## config.mk

```make
export PLATFORM = sky130hd
export DESIGN_NAME = rpa_front
export DESIGN_NICKNAME = d
export VERILOG_FILES = /design/src/rtl/core/rpa_pkg.sv /design/src/rtl/core/rpa_front.sv
export SDC_FILE = /design/constraint.sdc
export NUM_CORES = 1
export LEC_CHECK = 0
export BUFFER_PORTS_ARGS = -buffer_cell sky130_fd_sc_hd__buf_2
export CORE_MARGIN = 2
export CORE_UTILIZATION = 49
export DETAILED_ROUTE_END_ITERATION = 10
export PLACE_DENSITY = 0.85
export REMOVE_ABC_BUFFERS = 1
export SYNTH_ARGS = -nofsm -noshare
export SYNTH_HDL_FRONTEND = slang
export SYNTH_SLANG_ARGS = --single-unit
```

## constraint.sdc

```tcl
create_clock -name vclk -period 5.28
set_input_delay 1.056 -clock vclk [all_inputs]
set_output_delay 1.056 -clock vclk [all_outputs]
set_load 0.01 [all_outputs]
```

## src/rtl/core/rpa_pkg.sv

```systemverilog
package rpa_pkg;

  // Fixed field widths
  localparam int unsigned ADDR_W = 34;
  localparam int unsigned OP_W   = 3;
  localparam int unsigned STAT_W = 3;
  localparam int unsigned SHOW_W = 8;
  localparam int unsigned CFG_IDX_W = 2;

  // Parameter defaults for the top level
  localparam int unsigned NUM_PAGES_DEF   = 32768;
  localparam int unsigned PAGE_SHIFT_DEF  = 12;
  localparam int unsigned COUNT_WIDTH_DEF = 8;
  localparam int unsigned QUEUE_DEPTH     = 2;

  // Operation codes
  localparam logic [OP_W-1:0] OP_ALLOC  = 3'd0;
  localparam logic [OP_W-1:0] OP_FREE   = 3'd1;
  localparam logic [OP_W-1:0] OP_ADDREF = 3'd2;
  localparam logic [OP_W-1:0] OP_DECREF = 3'd3;
  localparam logic [OP_W-1:0] OP_SEED   = 3'd4;

  // Status codes
  localparam logic [STAT_W-1:0] ST_OK        = 3'd0;
  localparam logic [STAT_W-1:0] ST_EMPTY     = 3'd1;
  localparam logic [STAT_W-1:0] ST_BADADDR   = 3'd2;
  localparam logic [STAT_W-1:0] ST_UNDERFLOW = 3'd3;
  localparam logic [STAT_W-1:0] ST_CORRUPT   = 3'd4;
  localparam logic [STAT_W-1:0] ST_IGNORED   = 3'd5;
  localparam logic [STAT_W-1:0] ST_OVERFLOW  = 3'd6;

  // Configuration register indexes and reset values
  localparam logic [CFG_IDX_W-1:0] CFG_LOW_BOUND  = 2'd0;
  localparam logic [CFG_IDX_W-1:0] CFG_HIGH_BOUND = 2'd1;
  localparam logic [CFG_IDX_W-1:0] CFG_COUNT_BASE = 2'd2;

  localparam logic [ADDR_W-1:0] LOW_BOUND_RST  = 34'h080000000;
  localparam logic [ADDR_W-1:0] HIGH_BOUND_RST = 34'h088000000;
  localparam logic [ADDR_W-1:0] COUNT_BASE_RST = 34'h080000000;

  typedef struct packed {
    logic [OP_W-1:0]   op;
    logic [ADDR_W-1:0] address;
  } req_t;

  typedef struct packed {
    logic [STAT_W-1:0] status;
    logic [ADDR_W-1:0] page_address;
    logic [SHOW_W-1:0] count;
  } rsp_t;

  typedef struct packed {
    logic [ADDR_W-1:0] low_bound;
    logic [ADDR_W-1:0] high_bound;
    logic [ADDR_W-1:0] count_base;
  } cfg_t;

  // Classified request handed from front to back
  typedef struct packed {
    logic [OP_W-1:0]   op;
    logic [ADDR_W-1:0] offset;   // address - count_base
    logic              ge_base;  // address >= count_base
    logic              addr_ok;  // aligned, in bounds, at or above base
  } cmd_t;

  typedef struct packed {
    logic clearing;
  } back_stat_t;

endpackage

```

## src/rtl/core/rpa_front.sv

```systemverilog
module rpa_front #(
  parameter int unsigned PAGE_SHIFT = rpa_pkg::PAGE_SHIFT_DEF
) (
  input  rpa_pkg::req_t req_i,
  input  rpa_pkg::cfg_t cfg_i,
  output rpa_pkg::cmd_t cmd_o
);

  logic [rpa_pkg::ADDR_W:0] diff;
  logic                     aligned, in_bounds;

  // Offset from the count base, borrow tells below-base addresses
  assign diff      = {1'b0, req_i.address} - {1'b0, cfg_i.count_base};
  assign aligned   = (req_i.address[PAGE_SHIFT-1:0] == '0);
  assign in_bounds = (req_i.address >= cfg_i.low_bound) &&
                     (req_i.address < cfg_i.high_bound);

  // Classify the request for the back end
  always_comb begin
    cmd_o.op      = req_i.op;
    cmd_o.offset  = diff[rpa_pkg::ADDR_W-1:0];
    cmd_o.ge_base = !diff[rpa_pkg::ADDR_W];
    cmd_o.addr_ok = aligned && in_bounds && !diff[rpa_pkg::ADDR_W];
  end

endmodule

```

* Yosys cells after proc, flatten, opt, wreduce, memory -nomap -nowiden
Index checks and enable logic that the tools add are counted.
** Operators by class
- Magnitude comparators :: 2
- Add/subtract/negate cells :: 1
- Reductions and logical operators :: 5
** Operator list (count)
- 34-bit by 34-bit subtractor with 35-bit output :: 1
- 34-bit greater-or-equal comparator :: 1
- 34-bit less-than comparator :: 1
- 12-bit zero test :: 1
- 1-bit logical AND :: 3
- 1-bit zero test :: 1
** Storage, ports and cells
- Flip-flop bits (word level) :: 0
- Input bits :: 139
- Word-level logic and storage cells :: 8
- Output and inout bits :: 39

* Logic depth before layout (Yosys ltp)
Gate-level depths: netlist of run 1.
- Depth after elaboration :: 4
- Gate-level depth with buffers :: 11
- Depth with buffers taken out :: 11

* Worst setup path before layout of run 1
OpenSTA, ideal clock, no wires.
- Path kind :: input-to-output
- From :: input port req_i[0] (netlist name)
- To :: output port cmd_o[0] (netlist name)
- Arrival :: 3366 ps
- Stages :: 11
- Data required time :: 4224 ps
- Path buffers :: 0
- Setup slack :: 858 ps
- Path through :: inv_1 > ha_1 > fa_1 > nand2b_1 > a21oi_1 > o211a_1 > o31ai_2 > a211oi_1 > or3_1 > a41o_1 > nor4bb_1
** RTL lines
- start, declared :: RTL line rpa_front.sv:4 : input rpa_pkg::req_t req_i,
- end, declared :: RTL line rpa_front.sv:6 : output rpa_pkg::cmd_t cmd_o

==> key figures, run 1 <==
Detailed routing
  • WL final: 11,600 um
  • Drt pass-1 iters: 5
  • DR iter-0 viols: 157
  • Wirelength per Cell: 14.7 um
  • Via count: 4,389
  • Drt drc: 0
  • Routed Antenna Nets: 0
  • Vias/cell: 5.56

Global routing
  • GRT Util Overall: 0.274
  • GRT overflow: 0
  • Pin count of the biggest net entering global routing: 11
  • Global-route wire length before repair: 19,100 um
  • Initial antenna violation count: 0
  • Vias in the first global route: 4,277

Critical path
  • Slowest-stage cell, CP: a41oi_1
  • Max incr delay on CP: 0.42 ns
  • CP max FO: 5
  • CP Class: input port to output port
  • Critical path data arrival time: 3.95 ns
  • Critical path buffer and inverter count: 2
  • CP delay by family, top: compound AO/OA/AOI/OAI gates
  • Worst Path Required: 4.22 ns
  • Crit end category: output port
  • Worst-path cell chain: buf_2, ha_1, nor2b_1, o31ai_1, a211oi_1, nor3_1, o21ai_0, a41oi_1, o21ai_0, a311o_1, buf_2
  • CP Launch Type: input port

Pwr
  • Leakage power: 2.84 nW
  • Pwr per Cell Area: 112 nW/um^2
  • Peak VDD IR: 0.0000605 V

Finish
  • Fin nets: 933
  • Seq cells: 0
  • P&R area growth vs syn: 25.9%
  • Share of cells above drive strength 1: 0.251
  • Diodes inserted: 0
  • Register area: 0 um^2
  • CLK BUF: 0
  • Post-Layout Cell Count: 789

STA
  • Max-slew violations: 0
  • Fmax: 0.200 GHz
  • Fin Setup TNS: 0 ns
  • Final Critical Period: 5.00 ns
  • Final critical-path share of the clock period: 0.947
  • RSZ-0062 raised after global routing: false
  • Hold Violations, Final: 0
  • Final setup margin: 0.278 ns
  • Slew of the pin with the lowest slew margin: 0.518 ns
  • Final setup fails: 0
  • Slew HR: 0.651

Floorplanning
  • Core area: 7210 um^2
  • Top-level I/O count: 178
  • Die X: 90.0 um
  • Row cnt: 31
  • DIE AREA: 8100 um^2
  • Initial Util: 0.502
  • Die H: 90.0 um

Synth
  • Synth warn: 0
  • Syn Area/Cell: 6.88 um^2
  • Post-Syn Instances: 527
  • Mapped cell area: 3620 um^2
  • Post-synth cell types: 44
  • Seq/Total Area, Yosys: 0

Worst hold path
  • Hold/Removal Path Class: input port to output port
  • Worst Hold Path Cells: 0
  • Worst min-delay path startpoint: req_i[34]
  • Worst hold endpoint: cmd_o[36]

Place
  • Pre-CTS setup slack: 0.404 ns
  • Final GP Congestion: 0.950
  • IO Port Bufs: 172
  • DP Wirelength: 10,400 um
  • Placed cell count: 789

Outcome
  • Outcome: finished, final reports clean

Clock tree
  • Hold-fix buffers at CTS: 0
  • Post-CTS sizing: 0
  • Post-CTS Setup Inserts: 0

Run
  • Maxcap violations: 0
[cell type report]
class / instances / area, um^2
fill: 694 / 2650
timing repair buffer: 172 / 861
tap: 99 / 124
inverter: 108 / 405
multi-input combinational: 410 / 3170
[logic make-up (layout without fill, tap and decap cells)]
group | after synthesis | in the layout | synth area share
adders and majority gates | 102 | 102 | 0.354
buffers and inverters | 117 | 280 | 0.124
AOI/OAI and AO/OA | 152 | 152 | 0.266
and+or+nand+nor | 124 | 124 | 0.177
muxes | 2 | 2 | 0.00552
xor gates and xnor gates | 30 | 30 | 0.0725
[cell usage in the layout, fill, tap and decap left out, drive strengths merged, types with 4 or more instances in the layout]
cell     synthesis  routed
nor2            25      25
nor3             8       8
xor2            10      10
a31oi            6       6
a211oi           7       7
o2111ai          4       4
a21oi           47      47
buf              3     172
nand4           10      10
and3             6       6
nand2b          13      13
o21a             4       4
nand2           25      25
o21ai           35      35
ha             101     101
a21o            29      29
nand3           10      10
xnor2           20      20
inv            108     108
nor2b           14      14
[synth_stat cells, types with 2 or more instances]
master | n | area, um^2
a21o_1 | 29 | 218
o21a_1 | 4 | 30.0
mux2i_1 | 2 | 20.0
clkbuf_1 | 6 | 22.5
a41oi_1 | 3 | 26.3
inv_1 | 108 | 405
nand3_1 | 10 | 50.1
buf_4 | 3 | 22.5
or3_1 | 2 | 12.5
a31oi_1 | 6 | 37.5
o211a_1 | 2 | 20.0
o21ai_0 | 35 | 175
ha_1 | 101 | 1260
o2111ai_1 | 4 | 35.0
nor2_1 | 25 | 93.8
a311o_1 | 2 | 20.0
o211ai_1 | 3 | 22.5
a211oi_1 | 7 | 52.6
nor2b_1 | 14 | 87.6
nand4_1 | 10 | 62.6
nand2_1 | 25 | 93.8
and4_1 | 2 | 17.5
xnor2_1 | 20 | 175
nand2b_1 | 13 | 81.3
and3_1 | 6 | 37.5
nor3_1 | 8 | 40.0
nor4_1 | 2 | 12.5
or4_1 | 3 | 22.5
and2_1 | 2 | 12.5
xor2_1 | 10 | 87.6
a21oi_1 | 47 | 235
[how the worst max path moves through the flow]
| stage | startpoint | endpoint | slack (ns) | cells after the start |
|---|---|---|---|---|
| after CTS | req_i[1] | cmd_o[33] | 0.37 | 11 |
| after detailed placement | req_i[1] | cmd_o[33] | 0.40 | 11 |
| after global routing | req_i[1] | cmd_o[33] | 0.1 | 11 |
| after floorplan | req_i[0] | cmd_o[0] | 0.86 | 11 |
| final | req_i[1] | cmd_o[33] | 0.28 | 11 |
| after global placement | req_i[1] | cmd_o[33] | 0.47 | 11 |
[per-layer routing]
metal | routed length (um) | part of all wire | up-vias | global-route usage
met4 | 187 | 0.016 | 0 | 0.0462
met3 | 679 | 0.058 | 19 | 0.0235
met1 | 4960 | 0.43 | 2024 | 0.338
met5 | 0 | 0 | - | 0
li1 | - | - | 2174 | -
met2 | 5800 | 0.50 | 172 | 0.518
[per-stage QoR]
step	utilization	hold slack, ns	power, mW	instance area, um^2
2_1_floorplan	-	2.11	0.313	3580
3_3_place_gp	0.633	2.11	0.487	4560
3_5_place_dp	0.633	2.11	0.502	4560
4_1_cts	0.633	2.11	0.505	4560
5_1_grt	0.633	2.11	0.567	4560
6_report	0.633	2.11	0.510	4560
[where the power goes]
part	switching [mW]	internal, mW	total, mW
logic	0.282	0.228	0.510
registers	0	0	0
clock network	0	0	0
Note: power is estimated with default switching activity, not from simulation.
==> run 2, diff against run 1 <==
==> constraint.sdc (replaced) <==
create_clock -name vclk -period 5.28
set_input_delay 1.056 -clock vclk [all_inputs]
set_output_delay 1.056 -clock vclk [all_outputs]
set_load 0.02 [all_outputs]
==> run 2 against run 1 <==
Compared with the run above:
- design area unchanged
- first-iteration DRC count up 15%
- critical path depth unchanged
- worst hold slack about the same
- wire length down 5.5%
- non-clock buffer count unchanged
- worst setup slack worse by 0.016 ns
- via count down 2.3%
- critical endpoint unchanged
==> key figures, run 2 (synthesis results as in run 1) <==
Finish
  • Diodes inserted: 0
  • Share of cells above drive strength 1: 0.251
  • Fin nets: 933
  • P&R area growth vs syn: 25.9%
  • Most common cell after layout, fill and taps aside: buf_2
  • Seq cells: 0
  • Most frequent cells in the layout: buf_2 (172), inv_1 (108), ha_1 (101)
  • Register area: 0 um^2
  • CLK BUF: 0

Clock tree
  • Post-CTS Setup Inserts: 0
  • Hold-fix buffers at CTS: 0
  • Post-CTS sizing: 0

Floorplanning
  • DIE AREA: 8100 um^2
  • Die H: 90.0 um
  • Core area: 7210 um^2
  • Die X: 90.0 um
  • Initial Util: 0.502
  • Top-level I/O count: 178
  • Row cnt: 31

Pwr
  • Switching pwr: 0.320 mW
  • Leakage power: 2.84 nW
  • Gate power share: 1.000
  • Cell Int Power: 0.228 mW
  • Pwr per Cell Area: 120 nW/um^2
  • Clock share of power: 0
  • Peak VDD IR: 0.0000749 V
  • Sw Share: 0.584
  • Overall power: 0.548 mW
  • Seq pwr share: 0

Detailed routing
  • Wirelength per Cell: 13.9 um
  • WL final: 11,000 um
  • Drt pass-1 iters: 4
  • Routed Antenna Nets: 0
  • DR iter-0 viols: 181
  • Vias/cell: 5.44
  • Via count: 4,290
  • Drt drc: 0

Place
  • DP Wirelength: 9870 um
  • Final GP Congestion: 0.951
  • IO Port Bufs: 172

Global routing
  • Global-route wire length before repair: 18,000 um
  • Initial antenna violation count: 0
  • GRT Util Overall: 0.257
  • GRT overflow: 0
  • Pin count of the biggest net entering global routing: 11
  • Vias in the first global route: 4,000

Critical path
  • CP max FO: 5
  • CP Launch Type: input port
  • CP Class: input port to output port
  • Critical path data arrival time: 3.96 ns
  • Slowest-stage cell, CP: a41oi_1
  • Max incr delay on CP: 0.44 ns
  • Worst Path Required: 4.22 ns
  • Crit end category: output port
  • Critical path buffer and inverter count: 2
  • CP delay by family, top: compound AO/OA/AOI/OAI gates
  • Worst-path cell chain: buf_2, ha_1, nor2b_1, o31ai_1, a211oi_1, nor3_1, o21ai_0, a41oi_1, o21ai_0, a311o_1, buf_2

Worst hold path
  • Hold/Removal Path Class: input port to output port

STA
  • Final hold slack: 2.11 ns
  • Slew HR: 0.681
  • Fmax: 0.199 GHz
  • Fin Setup TNS: 0 ns
  • Final Critical Period: 5.02 ns
  • Max-slew violations: 0
  • Final critical-path share of the clock period: 0.950
  • Slew of the pin with the lowest slew margin: 0.473 ns
  • Hold Violations, Final: 0
  • RSZ-0062 raised after global routing: false
  • Final setup fails: 0

Outcome
  • Outcome: finished, final reports clean

Run
  • Maxcap violations: 0
[run 2: cell counts in the layout (fill, tap and decap cells not counted)]
No cell type changed its count.
[run 2: routing by layer]
| layer | vias to the layer above | routed length [um] | track usage |
|---|---|---|---|
| met5 | - | 0 | 0 |
| met4 | 0 | 133 | 0.0321 |
| met3 | 14 | 640 | 0.0226 |
| met2 | 160 | 5360 | 0.474 |
| met1 | 1940 | 4850 | 0.331 |
| li1 | 2176 | - | - |
[run 2: final timing paths]
check	from	endpoint	cells past startpoint
min	req_i[34]	cmd_o[36]	0
max	req_i[1]	cmd_o[33]	11
[run 2: metrics by stage]
stage / util / area, um^2 / instances / setup slack (ns)
global placement: 0.633 / 4560 / 789 / 0.421
finish: 0.633 / 4560 / 789 / 0.262
detailed placement: 0.633 / 4560 / 789 / 0.318
floorplan: - / 3580 / 518 / 0.501
CTS: 0.633 / 4560 / 789 / 0.303
global route: 0.633 / 4560 / 789 / 0.0610
[run 2: power by group through the flow]
stage	Sequential (mW)	Combinational, mW	Clock [mW]
6_report	0	0.548	0
5_1_grt	0	0.605	0
4_1_cts	0	0.546	0
3_5_place_dp	0	0.543	0
3_3_place_gp	0	0.533	0
2_1_floorplan	0	0.359	0
[run 2: area by class of cell]
type	count	area, um^2
repair buffers	172	861
well taps	99	124
fillers	671	2650
multi-input cells	410	3170
inverters	108	405
