## src/rtl/core/rpa_pkg.sv

```systemverilog
package rpa_pkg;

  // Fixed field widths
  localparam int unsigned ADDR_W = 34;
  localparam int unsigned OP_W   = 3;
  localparam int unsigned STAT_W = 3;
  localparam int unsigned SHOW_W = 8;
  localparam int unsigned CFG_IDX_W = 2;

  // Parameter defaults for the top level
  localparam int unsigned NUM_PAGES_DEF   = 32768;
  localparam int unsigned PAGE_SHIFT_DEF  = 12;
  localparam int unsigned COUNT_WIDTH_DEF = 8;
  localparam int unsigned QUEUE_DEPTH     = 2;

  // Operation codes
  localparam logic [OP_W-1:0] OP_ALLOC  = 3'd0;
  localparam logic [OP_W-1:0] OP_FREE   = 3'd1;
  localparam logic [OP_W-1:0] OP_ADDREF = 3'd2;
  localparam logic [OP_W-1:0] OP_DECREF = 3'd3;
  localparam logic [OP_W-1:0] OP_SEED   = 3'd4;

  // Status codes
  localparam logic [STAT_W-1:0] ST_OK        = 3'd0;
  localparam logic [STAT_W-1:0] ST_EMPTY     = 3'd1;
  localparam logic [STAT_W-1:0] ST_BADADDR   = 3'd2;
  localparam logic [STAT_W-1:0] ST_UNDERFLOW = 3'd3;
  localparam logic [STAT_W-1:0] ST_CORRUPT   = 3'd4;
  localparam logic [STAT_W-1:0] ST_IGNORED   = 3'd5;
  localparam logic [STAT_W-1:0] ST_OVERFLOW  = 3'd6;

  // Configuration register indexes and reset values
  localparam logic [CFG_IDX_W-1:0] CFG_LOW_BOUND  = 2'd0;
  localparam logic [CFG_IDX_W-1:0] CFG_HIGH_BOUND = 2'd1;
  localparam logic [CFG_IDX_W-1:0] CFG_COUNT_BASE = 2'd2;

  localparam logic [ADDR_W-1:0] LOW_BOUND_RST  = 34'h080000000;
  localparam logic [ADDR_W-1:0] HIGH_BOUND_RST = 34'h088000000;
  localparam logic [ADDR_W-1:0] COUNT_BASE_RST = 34'h080000000;

  typedef struct packed {
    logic [OP_W-1:0]   op;
    logic [ADDR_W-1:0] address;
  } req_t;

  typedef struct packed {
    logic [STAT_W-1:0] status;
    logic [ADDR_W-1:0] page_address;
    logic [SHOW_W-1:0] count;
  } rsp_t;

  typedef struct packed {
    logic [ADDR_W-1:0] low_bound;
    logic [ADDR_W-1:0] high_bound;
    logic [ADDR_W-1:0] count_base;
  } cfg_t;

  // Classified request handed from front to back
  typedef struct packed {
    logic [OP_W-1:0]   op;
    logic [ADDR_W-1:0] offset;   // address - count_base
    logic              ge_base;  // address >= count_base
    logic              addr_ok;  // aligned, in bounds, at or above base
  } cmd_t;

  typedef struct packed {
    logic clearing;
  } back_stat_t;

endpackage

```

## src/rtl/core/rpa_fifo.sv

```systemverilog
module rpa_fifo #(
  parameter int unsigned DEPTH = rpa_pkg::QUEUE_DEPTH,
  parameter int unsigned WIDTH = 1
) (
  input  logic             clk_i,
  input  logic             rst_ni,
  input  logic             push_i,
  input  logic [WIDTH-1:0] data_i,
  output logic             full_o,
  input  logic             pop_i,
  output logic [WIDTH-1:0] data_o,
  output logic             empty_o
);

  localparam int unsigned PTR_W = (DEPTH > 1) ? $clog2(DEPTH) : 1;
  localparam int unsigned CNT_W = $clog2(DEPTH + 1);
  localparam logic [PTR_W-1:0] LAST = PTR_W'(DEPTH - 1);
  localparam logic [CNT_W-1:0] FULL_CNT = CNT_W'(DEPTH);

  logic [WIDTH-1:0] mem_q [DEPTH];
  logic [PTR_W-1:0] wr_ptr_q, wr_ptr_d, rd_ptr_q, rd_ptr_d;
  logic [CNT_W-1:0] cnt_q, cnt_d;
  logic             do_push, do_pop;

  assign do_push = push_i && !full_o;
  assign do_pop  = pop_i && !empty_o;
  assign full_o  = (cnt_q == FULL_CNT);
  assign empty_o = (cnt_q == '0);
  assign data_o  = mem_q[rd_ptr_q];

  // Advance pointers and occupancy
  always_comb begin
    wr_ptr_d = wr_ptr_q;
    rd_ptr_d = rd_ptr_q;
    cnt_d    = cnt_q;
    if (do_push) begin
      wr_ptr_d = (wr_ptr_q == LAST) ? '0 : wr_ptr_q + PTR_W'(1);
    end
    if (do_pop) begin
      rd_ptr_d = (rd_ptr_q == LAST) ? '0 : rd_ptr_q + PTR_W'(1);
    end
    if (do_push && !do_pop) begin
      cnt_d = cnt_q + CNT_W'(1);
    end else if (do_pop && !do_push) begin
      cnt_d = cnt_q - CNT_W'(1);
    end
  end

  always_ff @(posedge clk_i or negedge rst_ni) begin
    if (!rst_ni) begin
      wr_ptr_q <= '0;
      rd_ptr_q <= '0;
      cnt_q    <= '0;
    end else begin
      wr_ptr_q <= wr_ptr_d;
      rd_ptr_q <= rd_ptr_d;
      cnt_q    <= cnt_d;
    end
  end

  // Store entries
  always_ff @(posedge clk_i) begin
    if (do_push) begin
      mem_q[wr_ptr_q] <= data_i;
    end
  end

endmodule

```

## config.mk

```make
export PLATFORM = sky130hd
export DESIGN_NAME = rpa_fifo
export DESIGN_NICKNAME = d
export VERILOG_FILES = /design/src/rtl/core/rpa_pkg.sv /design/src/rtl/core/rpa_fifo.sv
export SDC_FILE = /design/constraint.sdc
export NUM_CORES = 1
export LEC_CHECK = 0
export ABC_AREA = 1
export BUFFER_PORTS_ARGS = -buffer_cell sky130_fd_sc_hd__buf_4
export CAP_MARGIN = 20
export CORE_AREA = 2 2 39 41
export DETAILED_ROUTE_END_ITERATION = 8
export DIE_AREA = 0 0 41 43
export GPL_ROUTABILITY_DRIVEN = 0
export GPL_TIMING_DRIVEN = 0
export SLEW_MARGIN = 10
export SYNTH_ARGS = -nofsm -noshare
export SYNTH_HDL_FRONTEND = slang
export SYNTH_SLANG_ARGS = --single-unit
```

## constraint.sdc

```tcl
create_clock -name clk_i -period 1.24 [get_ports clk_i]
set_input_delay 0.062 -clock clk_i [delete_from_list [all_inputs] [get_ports clk_i]]
set_output_delay 0.062 -clock clk_i [all_outputs]
set_load 0.1 [all_outputs]
```

# == Word level (Yosys, flattened, before mapping) ==
# Memory sizes are Yosys's and may differ from the RTL's.
# Index checks and enable logic that the tools add are counted.
# totals
regBits,4
ramBits,2
out_inout_bits,3
elab_cells,25
memories,1
# op_classes
addsub,4
n_eq_ne,1
muxes,6
reduce_logical,10
# memory_table
name,words,word_bits,rd,rd_clocked_by_memory_dff,write_ports,line_no,rtl
mem_q,2,1,1,0,1,rpa_fifo.sv:20,logic [WIDTH-1:0] mem_q [DEPTH];
# op_table
operator,count
1-bit logical AND,4
1-bit zero test,4
1-bit 2-to-1 mux,4
2-bit 2-to-1 mux,2
1-bit adder (second input constant),2
2-bit by 1-bit adder with 2-bit output (second input constant),1
2-bit equality test (second input constant),1
2-bit zero test,1
2-bit nonzero test,1
2-bit by 1-bit subtractor with 2-bit output (second input constant),1

# == Longest topological paths before layout ==
# Gate-level depths: netlist of the first run.
# logic_depth
word_depth,7
ltp_mapped,9
depth_no_buf,9

# == Worst setup path after synthesis of the first run ==
# OpenSTA, ideal clock, no wires.
# synth_timing
kind,register -> register
from,reg cnt_q[0]
to,reg rd_ptr_q
arrival_ns,1.981
slack_ns,-0.860
stages_incl_launch_ff,4
path_buffers,0
synth_period_minus_slack_ns,2.100
cell_sequence,dfrtp_1 > nor2_1 > nand3b_1 > nand2_1
# synth_via
elab_chain_cells,3
# synth_rtl
item,line_no,rtl
from (decl),rpa_fifo.sv:22,"logic [CNT_W-1:0] cnt_q, cnt_d;"
from (signal assigned),rpa_fifo.sv:57,cnt_q <= cnt_d;
2-bit zero test,rpa_fifo.sv:28,assign empty_o = (cnt_q == '0);
named net empty_o,rpa_fifo.sv:12,output logic empty_o
1-bit zero test,rpa_fifo.sv:26,assign do_pop = pop_i && !empty_o;
1-bit logical AND,rpa_fifo.sv:26,
to (signal assigned),rpa_fifo.sv:56,rd_ptr_q <= rd_ptr_d;
to (decl),rpa_fifo.sv:21,"logic [PTR_W-1:0] wr_ptr_q, wr_ptr_d, rd_ptr_q, rd_ptr_d;"
# The timed path passes the listed nets, and every way through them passes these cells.
# A chain may end at the register's enable or synchronous reset.

# == Final worst setup path of the first run ==
# layout_timing
from,reg cnt_q[1]
to,reg cnt_q[1]
# layout_via
elab_chain_cells,6
word_cells_on_any_way,15
classes_between,add/sub (2); eq/ne (1); mux (2); reduce/logical (10)
# layout_rtl
item,line_no
2-bit equality test / 2-bit zero test (equally long branches),"rpa_fifo.sv:27, rpa_fifo.sv:28"
1-bit zero test (on tied branches),"rpa_fifo.sv:25, rpa_fifo.sv:26"
1-bit logical AND (on tied branches),"rpa_fifo.sv:25, rpa_fifo.sv:26"
1-bit zero test (on tied branches),"rpa_fifo.sv:44, rpa_fifo.sv:42"
1-bit logical AND (on tied branches),"rpa_fifo.sv:44, rpa_fifo.sv:42"
2-bit nonzero test (no source line) / 2-bit 2-to-1 mux (equally long branches),-
# Parallel ways exist; a longest one is shown, timed or not. The select of a mux whose other input is x is not followed.

==> metrics.md, run 1 <==
| Metric | Value |
|---|---|
| Clock Skew | 5.68 ps |
| CTS tree | built |
| Clock Latency Late Sink | 240 ps |
| Reg-to-Reg Start | cnt_q[1] |
| DP HPWL | 427 um |
| F_max | 0.796 GHz |
| DRC | 0 |
| RSZ-0062 raised after global routing | true |
| Worst reg-to-reg setup slack | -20 ps |
| Setup ws final | -15.9 ps |
| First-pass GRT wire length | 924 um |
| Yosys cell types | 12 |
| Fill count | 136 |
| HP Class | input port to flop |
| WP data arrival | 1390 ps |
| Capture point of the worst reg-to-reg path | cnt_q[1] |
| Rows | 14 |
| Yosys Warn Count | 0 |
| Final Max Tran Viols | 0 |
| Die span in x | 41 um |
| Die Y | 43 um |
| Worst Setup Start Kind | flop |
| Hold path endpoint | rd_ptr_q |
| Layout cells sized above 1 | 0.472 |
| First-pass DRT Iterations | 4 |
| Worst Hold Depth | 3 |
| Largest net degree at the start of global routing | 5 |
| Post-Synthesis Cells | 37 |
| Post-route insts no fill | 69 |
| Multi-input logic area | 159 um^2 |
| Number of port buffers | 7 |
| Syn Area/Cell | 8.25 um^2 |
| Area Growth Syn to Fin | 65.6% |
| Setup tns final | -15.9 ps |
| Die area | 0.00176 mm^2 |
| Vias/cell | 4.04 |
| Yosys reg bits | 6 |
| Grt peak-use layer | met2 |
| Outcome | complete, but fails checks |
| CP Data Required Time | 1370 ps |
| Register area share after synthesis | 0.525 |
| CTS Buffer Depth | 2 |
| Fin nets | 60 |
| Post-Syn Area | 305 um^2 |
| Root Buffer | clkbuf_4 |
| GR Layer Usage met1 | 0.0990 |
| Clock tree sinks | 6 |
| Initial antenna violation count | 0 |
| Final worst-path cycle share | 1.01 |
| Syn_nets | 43 |
| Final hold viol count | 0 |
| Antenna diodes | 0 |
| Worst r2r path cells | 8 |
| Post-route ant nets | 0 |
| WS Path Type | flop to flop |
| Via count | 279 |
| Vias in the first global route | 238 |
| Num CTS Buffers | 3 |
| Critical path peak fanout | 4 |
| Met2 usage in global routing | 0.109 |
| Hold_sp | pop_i |
| Iteration-0 DRC Markers | 4 |
| Number of cells after detailed placement | 60 |
| Crit. End Element | flop |
| Worst slew margin | 0.816 |
| WL final | 627 um |
| Register area | 163 um^2 |
| Per-cell routed wire length | 9.09 um |
| Slew @ Worst Pin | 278 ps |
| Tot GR Track Use | 0.0870 |
| Gr ovfl total | 0 |
| Met3 Track Usage GR | 0.0314 |
| Failing checks | negative setup slack |
| Setup-failing EPs final | 1 |
| Max-cap violations | 0 |
| H-tree depth | 1 |
| Starting density of the core | 0.221 |
| Core area | 0.00138 mm^2 |
| Clock transition at the registers of the reported paths | 50 ps |
| Ports | 8 |
| Post-layout minimum cycle time | 1260 ps |
## routing by layer
layer,up-vias,share of wire
met5,-,0
met4,0,0
met3,0,0.043
met2,11,0.51
met1,124,0.44
li1,144,-
## worst max-delay path by stage
stage	cells after the start	end	startpoint
2_1_floorplan	8	cnt_q[1]	cnt_q[1]
3_3_place_gp	6	cnt_q[1]	cnt_q[0]
3_5_place_dp	6	cnt_q[1]	cnt_q[0]
4_1_cts	3	empty_o	cnt_q[1]
5_1_grt	9	cnt_q[1]	cnt_q[1]
6_report	8	cnt_q[1]	cnt_q[1]
## layout by cell type, fill, tap and decap left out, drive strengths merged
cell / count
nand3: 1
buf: 10
xnor2: 1
edfxtp: 2
ha: 1
nand4: 1
nand3b: 1
nor2: 4
dlygate4sd3: 2
dfrtp: 4
clkbuf: 4
o21ai: 2
nand2: 12
inv: 8
## sequential cells by signal, indices dropped and copies added, names as in the netlist
name      count
rd_ptr_q      1
wr_ptr_q      1
cnt_q         2
mem_q         2
## per-stage QoR
| step | cell area (um^2) | hold slack [ps] | setup WS (ps) | util |
|---|---|---|---|---|
| 6_report | 505 | 93.0 | -15.9 | 0.365 |
| 5_1_grt | 505 | 109 | -104 | 0.365 |
| 4_1_cts | 490 | 92.4 | -13.7 | 0.354 |
| 3_5_place_dp | 387 | -139 | -227 | 0.279 |
| 3_3_place_gp | 387 | -140 | -170 | 0.279 |
| 2_1_floorplan | 314 | -234 | -443 | - |
## area by class of cell
cell class                 count  share of cell area
sequential                     6               0.322
multi-input combinational     23               0.314
timing repair buffer          12               0.213
inverter                       8              0.0594
clock buffer                   4              0.0520
tap                           16              0.0396
## synthesized netlist by cell type (all sizes together)
cell type,n,area (um^2)
dfrtp,4,100
edfxtp,2,60.1
ha,1,12.5
inv,8,30.0
nand2,12,45.0
nand3,1,5.00
nand3b,1,7.51
nand4,1,6.26
nor2,4,20.0
o21ai,2,10.0
xnor2,1,8.76
## what timing repair did
item | CTS | global route
endpoints found under the setup margin | 2 | 3
cloned | 0 | 0
pin swaps | 0 | 5
gates resized for setup | 9 | 4
setup buffers | 2 | 1
hold buffers | 2 | 0
endpoints found under the hold margin | 6 | 0
## worst max-delay path, cell delays in order, from the launching register on
cell and delay (ps):
dfrtp_2 440, inv_2 90, nor2_4 40, nor2_4 140
ha_4 230, inv_2 60, nand3_2 50, nand2_1 60
nand2_1 40
## cells by family after synthesis
family / Yosys count / synth area share
AOI/OAI and AO/OA: 2 / 0.0328
xor gates and xnor gates: 1 / 0.0287
adders and majority gates: 1 / 0.0410
buffers and inverters: 8 / 0.0984
DFF: 6 / 0.525
and+or+nand+nor: 19 / 0.275
Power of run 1 is not shown: default switching activity piles up to over one toggle a cycle in this logic, so the estimate is an artifact.
==> run 2, diff against run 1 <==
ABC_AREA = default   (was 1)
REMOVE_ABC_BUFFERS = 1   (was default)
==> metrics.md, run 2 <==
| Metric | Value |
|---|---|
| Post-synth top area share | 0.374 (was 0.328) |
| Vias/cell | 3.79 (was 4.04) |
| Largest net degree at the start of global routing | 5 (unchanged) |
| Clock Skew | 3.11 ps (was 5.68 ps) |
| WP data arrival | 1390 ps (about the same) |
| EDFF count, synth | 2 (unchanged) |
| Top FF cell, synth | dfrtp_1 (unchanged) |
| Area leader, netlist | dfrtp_1 (unchanged) |
| Clock transition at the registers of the reported paths | 50 ps (about the same) |
| Crit. End Element | flop (unchanged) |
| Failing checks | negative setup slack (unchanged) |
| Largest regs | cnt_q (2), mem_q (2) (unchanged) |
| CTS Buffer Depth | 2 (unchanged) |
| Critical path's slowest cell | dfrtp_1 (was dfrtp_2) |
| Worst slew margin | 0.867 (was 0.816) |
| Register area share after synthesis | 0.598 (was 0.525) |
| Crit path cell chain | buf_6 > o21ai_4 > ha_4 > xor2_2 > nor2_1 > xor2_1 (was inv_2 > nor2_4 > nor2_4 > ha_4 > inv_2 > nand3_2 > nand2_1 > nand2_1) |
| Setup-failing EPs final | 2 (was 1) |
| Rows | 14 (unchanged) |
| Clock Latency Late Sink | 240 ps (about the same) |
| Final Max Tran Viols | 0 (unchanged) |
| Root Buffer | clkbuf_4 (unchanged) |
| Post-Syn Area | 268 um^2 (was 305 um^2) |
| H-tree depth | 1 (unchanged) |
| Most frequent cells in the layout | buf_4 (9), xnor2_1 (3), clkbuf_4 (3), dfrtp_1 (3) (was nand2_1 (11), buf_4 (9), inv_1 (5)) |
| F_max | 0.783 GHz (was 0.796 GHz) |
| Count leader, synth | dfrtp_1 (was nand2_1) |
| Layout cells sized above 1 | 0.634 (was 0.472) |
| CP top delay family | flip-flops (unchanged) |
| WS Path Type | flop to flop (unchanged) |
| Antenna diodes | 0 (unchanged) |
| CP bufs+invs | 1 (was 2) |
| Critical path peak fanout | 2 (was 4) |
| First-pass DRT Iterations | 4 (unchanged) |
| Ports | 8 (unchanged) |
| Most common cell after layout, fill and taps aside | buf_4 (was nand2_1) |
| WL final | 528 um (was 627 um) |
| Post-route ant nets | 0 (unchanged) |
| Area Growth Syn to Fin | 95.8% (was 65.6%) |
| Worst Setup Start Kind | flop (unchanged) |
| DRC | 0 (unchanged) |
| HP Class | input port to asynchronous set/reset pin (was input port to flop) |
| Tot GR Track Use | 0.0737 (was 0.0870) |
| Per-cell routed wire length | 9.26 um (was 9.09 um) |
| Setup tns final | -38.6 ps (was -15.9 ps) |
| Post-layout minimum cycle time | 1280 ps (was 1260 ps) |
| Die area | 0.00176 mm^2 (unchanged) |
| Asr flop ratio synth | 0.667 (unchanged) |
| Synth top cells by count | dfrtp_1 (4), nor2_1 (3), xnor2_1 (3) (was nand2_1 (12), inv_1 (8), dfrtp_1 (4)) |
| Max incr delay on CP | 390 ps (was 440 ps) |
| Vias in the first global route | 233 (was 238) |
| Fin nets | 48 (was 60) |
| CTS tree | built (unchanged) |
| Final worst-path cycle share | 1.03 (was 1.01) |
| Starting density of the core | 0.193 (was 0.221) |
| Final hold viol count | 0 (unchanged) |
| Number of port buffers | 7 (unchanged) |
| Syn Area/Cell | 12.2 um^2 (was 8.25 um^2) |
| Clock tree sinks | 6 (unchanged) |
| Via count | 216 (was 279) |
| Slew @ Worst Pin | 200 ps (was 278 ps) |
| Outcome | complete, but fails checks (unchanged) |
| Yosys Warn Count | 0 (unchanged) |
| Synth top area cells | dfrtp_1 (37%), edfxtp_1 (22%), xnor2_1 (9.8%) (was dfrtp_1 (33%), edfxtp_1 (20%), nand2_1 (15%)) |
| CP Data Required Time | 1360 ps (was 1370 ps) |
| First-pass GRT wire length | 855 um (was 924 um) |
| Die span in x | 41 um (unchanged) |
| Initial antenna violation count | 0 (unchanged) |
| Yosys cell types | 12 (unchanged) |
| Post-Synthesis Cells | 22 (was 37) |
| Setup ws final | -36.9 ps (was -15.9 ps) |
| Gr ovfl total | 0 (unchanged) |
| RSZ-0062 raised after global routing | true (unchanged) |
| Max-cap violations | 0 (unchanged) |
| Core area | 0.00138 mm^2 (unchanged) |
| Num CTS Buffers | 3 (unchanged) |
| Worst reg-to-reg setup slack | -40 ps (was -20 ps) |
| Die Y | 43 um (unchanged) |
| Yosys reg bits | 6 (unchanged) |
| Iteration-0 DRC Markers | 10 (was 4) |
## run 2: final timing paths
check                          from  endpoint  cells past startpoint
max                        cnt_q[0]  cnt_q[1]                      6
min                          rst_ni  wr_ptr_q                      2
max reg2reg                cnt_q[0]  cnt_q[1]                      6
min reg2reg                rd_ptr_q  rd_ptr_q                      1
max in group asynchronous    rst_ni  cnt_q[1]                      2
min in group clk_i           push_i  mem_q[1]                      2
## run 2: metal layers
metal  vias to the layer above  routed length [um]  global-route usage
li1                        108                   -                   -
met1                       104                 229              0.0787
met3                         0                  26              0.0314
met2                         4                 271               0.116
met4                         0                   0              0.0400
met5                         -                   0                   0
## run 2: cell families (layout without fill, tap and decap cells)
logic type | Yosys count | in the layout | synth area share
adders and majority gates | 1 | 1 | 0.0467
xor gates and xnor gates | 5 | 5 | 0.164
AOI/OAI and AO/OA | 1 | 1 | 0.0187
and+or+nand+nor | 6 | 6 | 0.103
muxes | 1 | 1 | 0.0421
buffers and inverters | 2 | 21 | 0.0280
DFF | 6 | 6 | 0.598
## run 2: repair_timing
| item | in CTS | in global routing |
|---|---|---|
| buffers inserted | 6 | 0 |
| hold buffers | 1 | 1 |
| setup endpoints to repair | 4 | 4 |
| resized for setup | 17 | 6 |
| pin swaps | 6 | 3 |
| hold endpoints to repair | 4 | 2 |
## run 2: layout make-up
type                       instances  area (um^2)
sequential                         6          161
fill                             134          860
clock buffer                       4         26.3
multi-input combinational         14          154
tap                               16         20.0
timing repair buffer              15          150
inverter                           2         12.5
## run 2: per-stage QoR
stage | hold slack (ps) | cells | cell area (um^2) | setup WS [ps] | utilization
global route | 167 | 57 | 524 | -107 | 0.379
finish | 155 | 57 | 524 | -36.9 | 0.379
detailed placement | -136 | 45 | 340 | -208 | 0.246
CTS | 5.13 | 56 | 492 | -68.6 | 0.355
global placement | -138 | 45 | 340 | -215 | 0.246
floorplan | -234 | 22 | 268 | -495 | -
Power of run 2 is left out for the same reason.
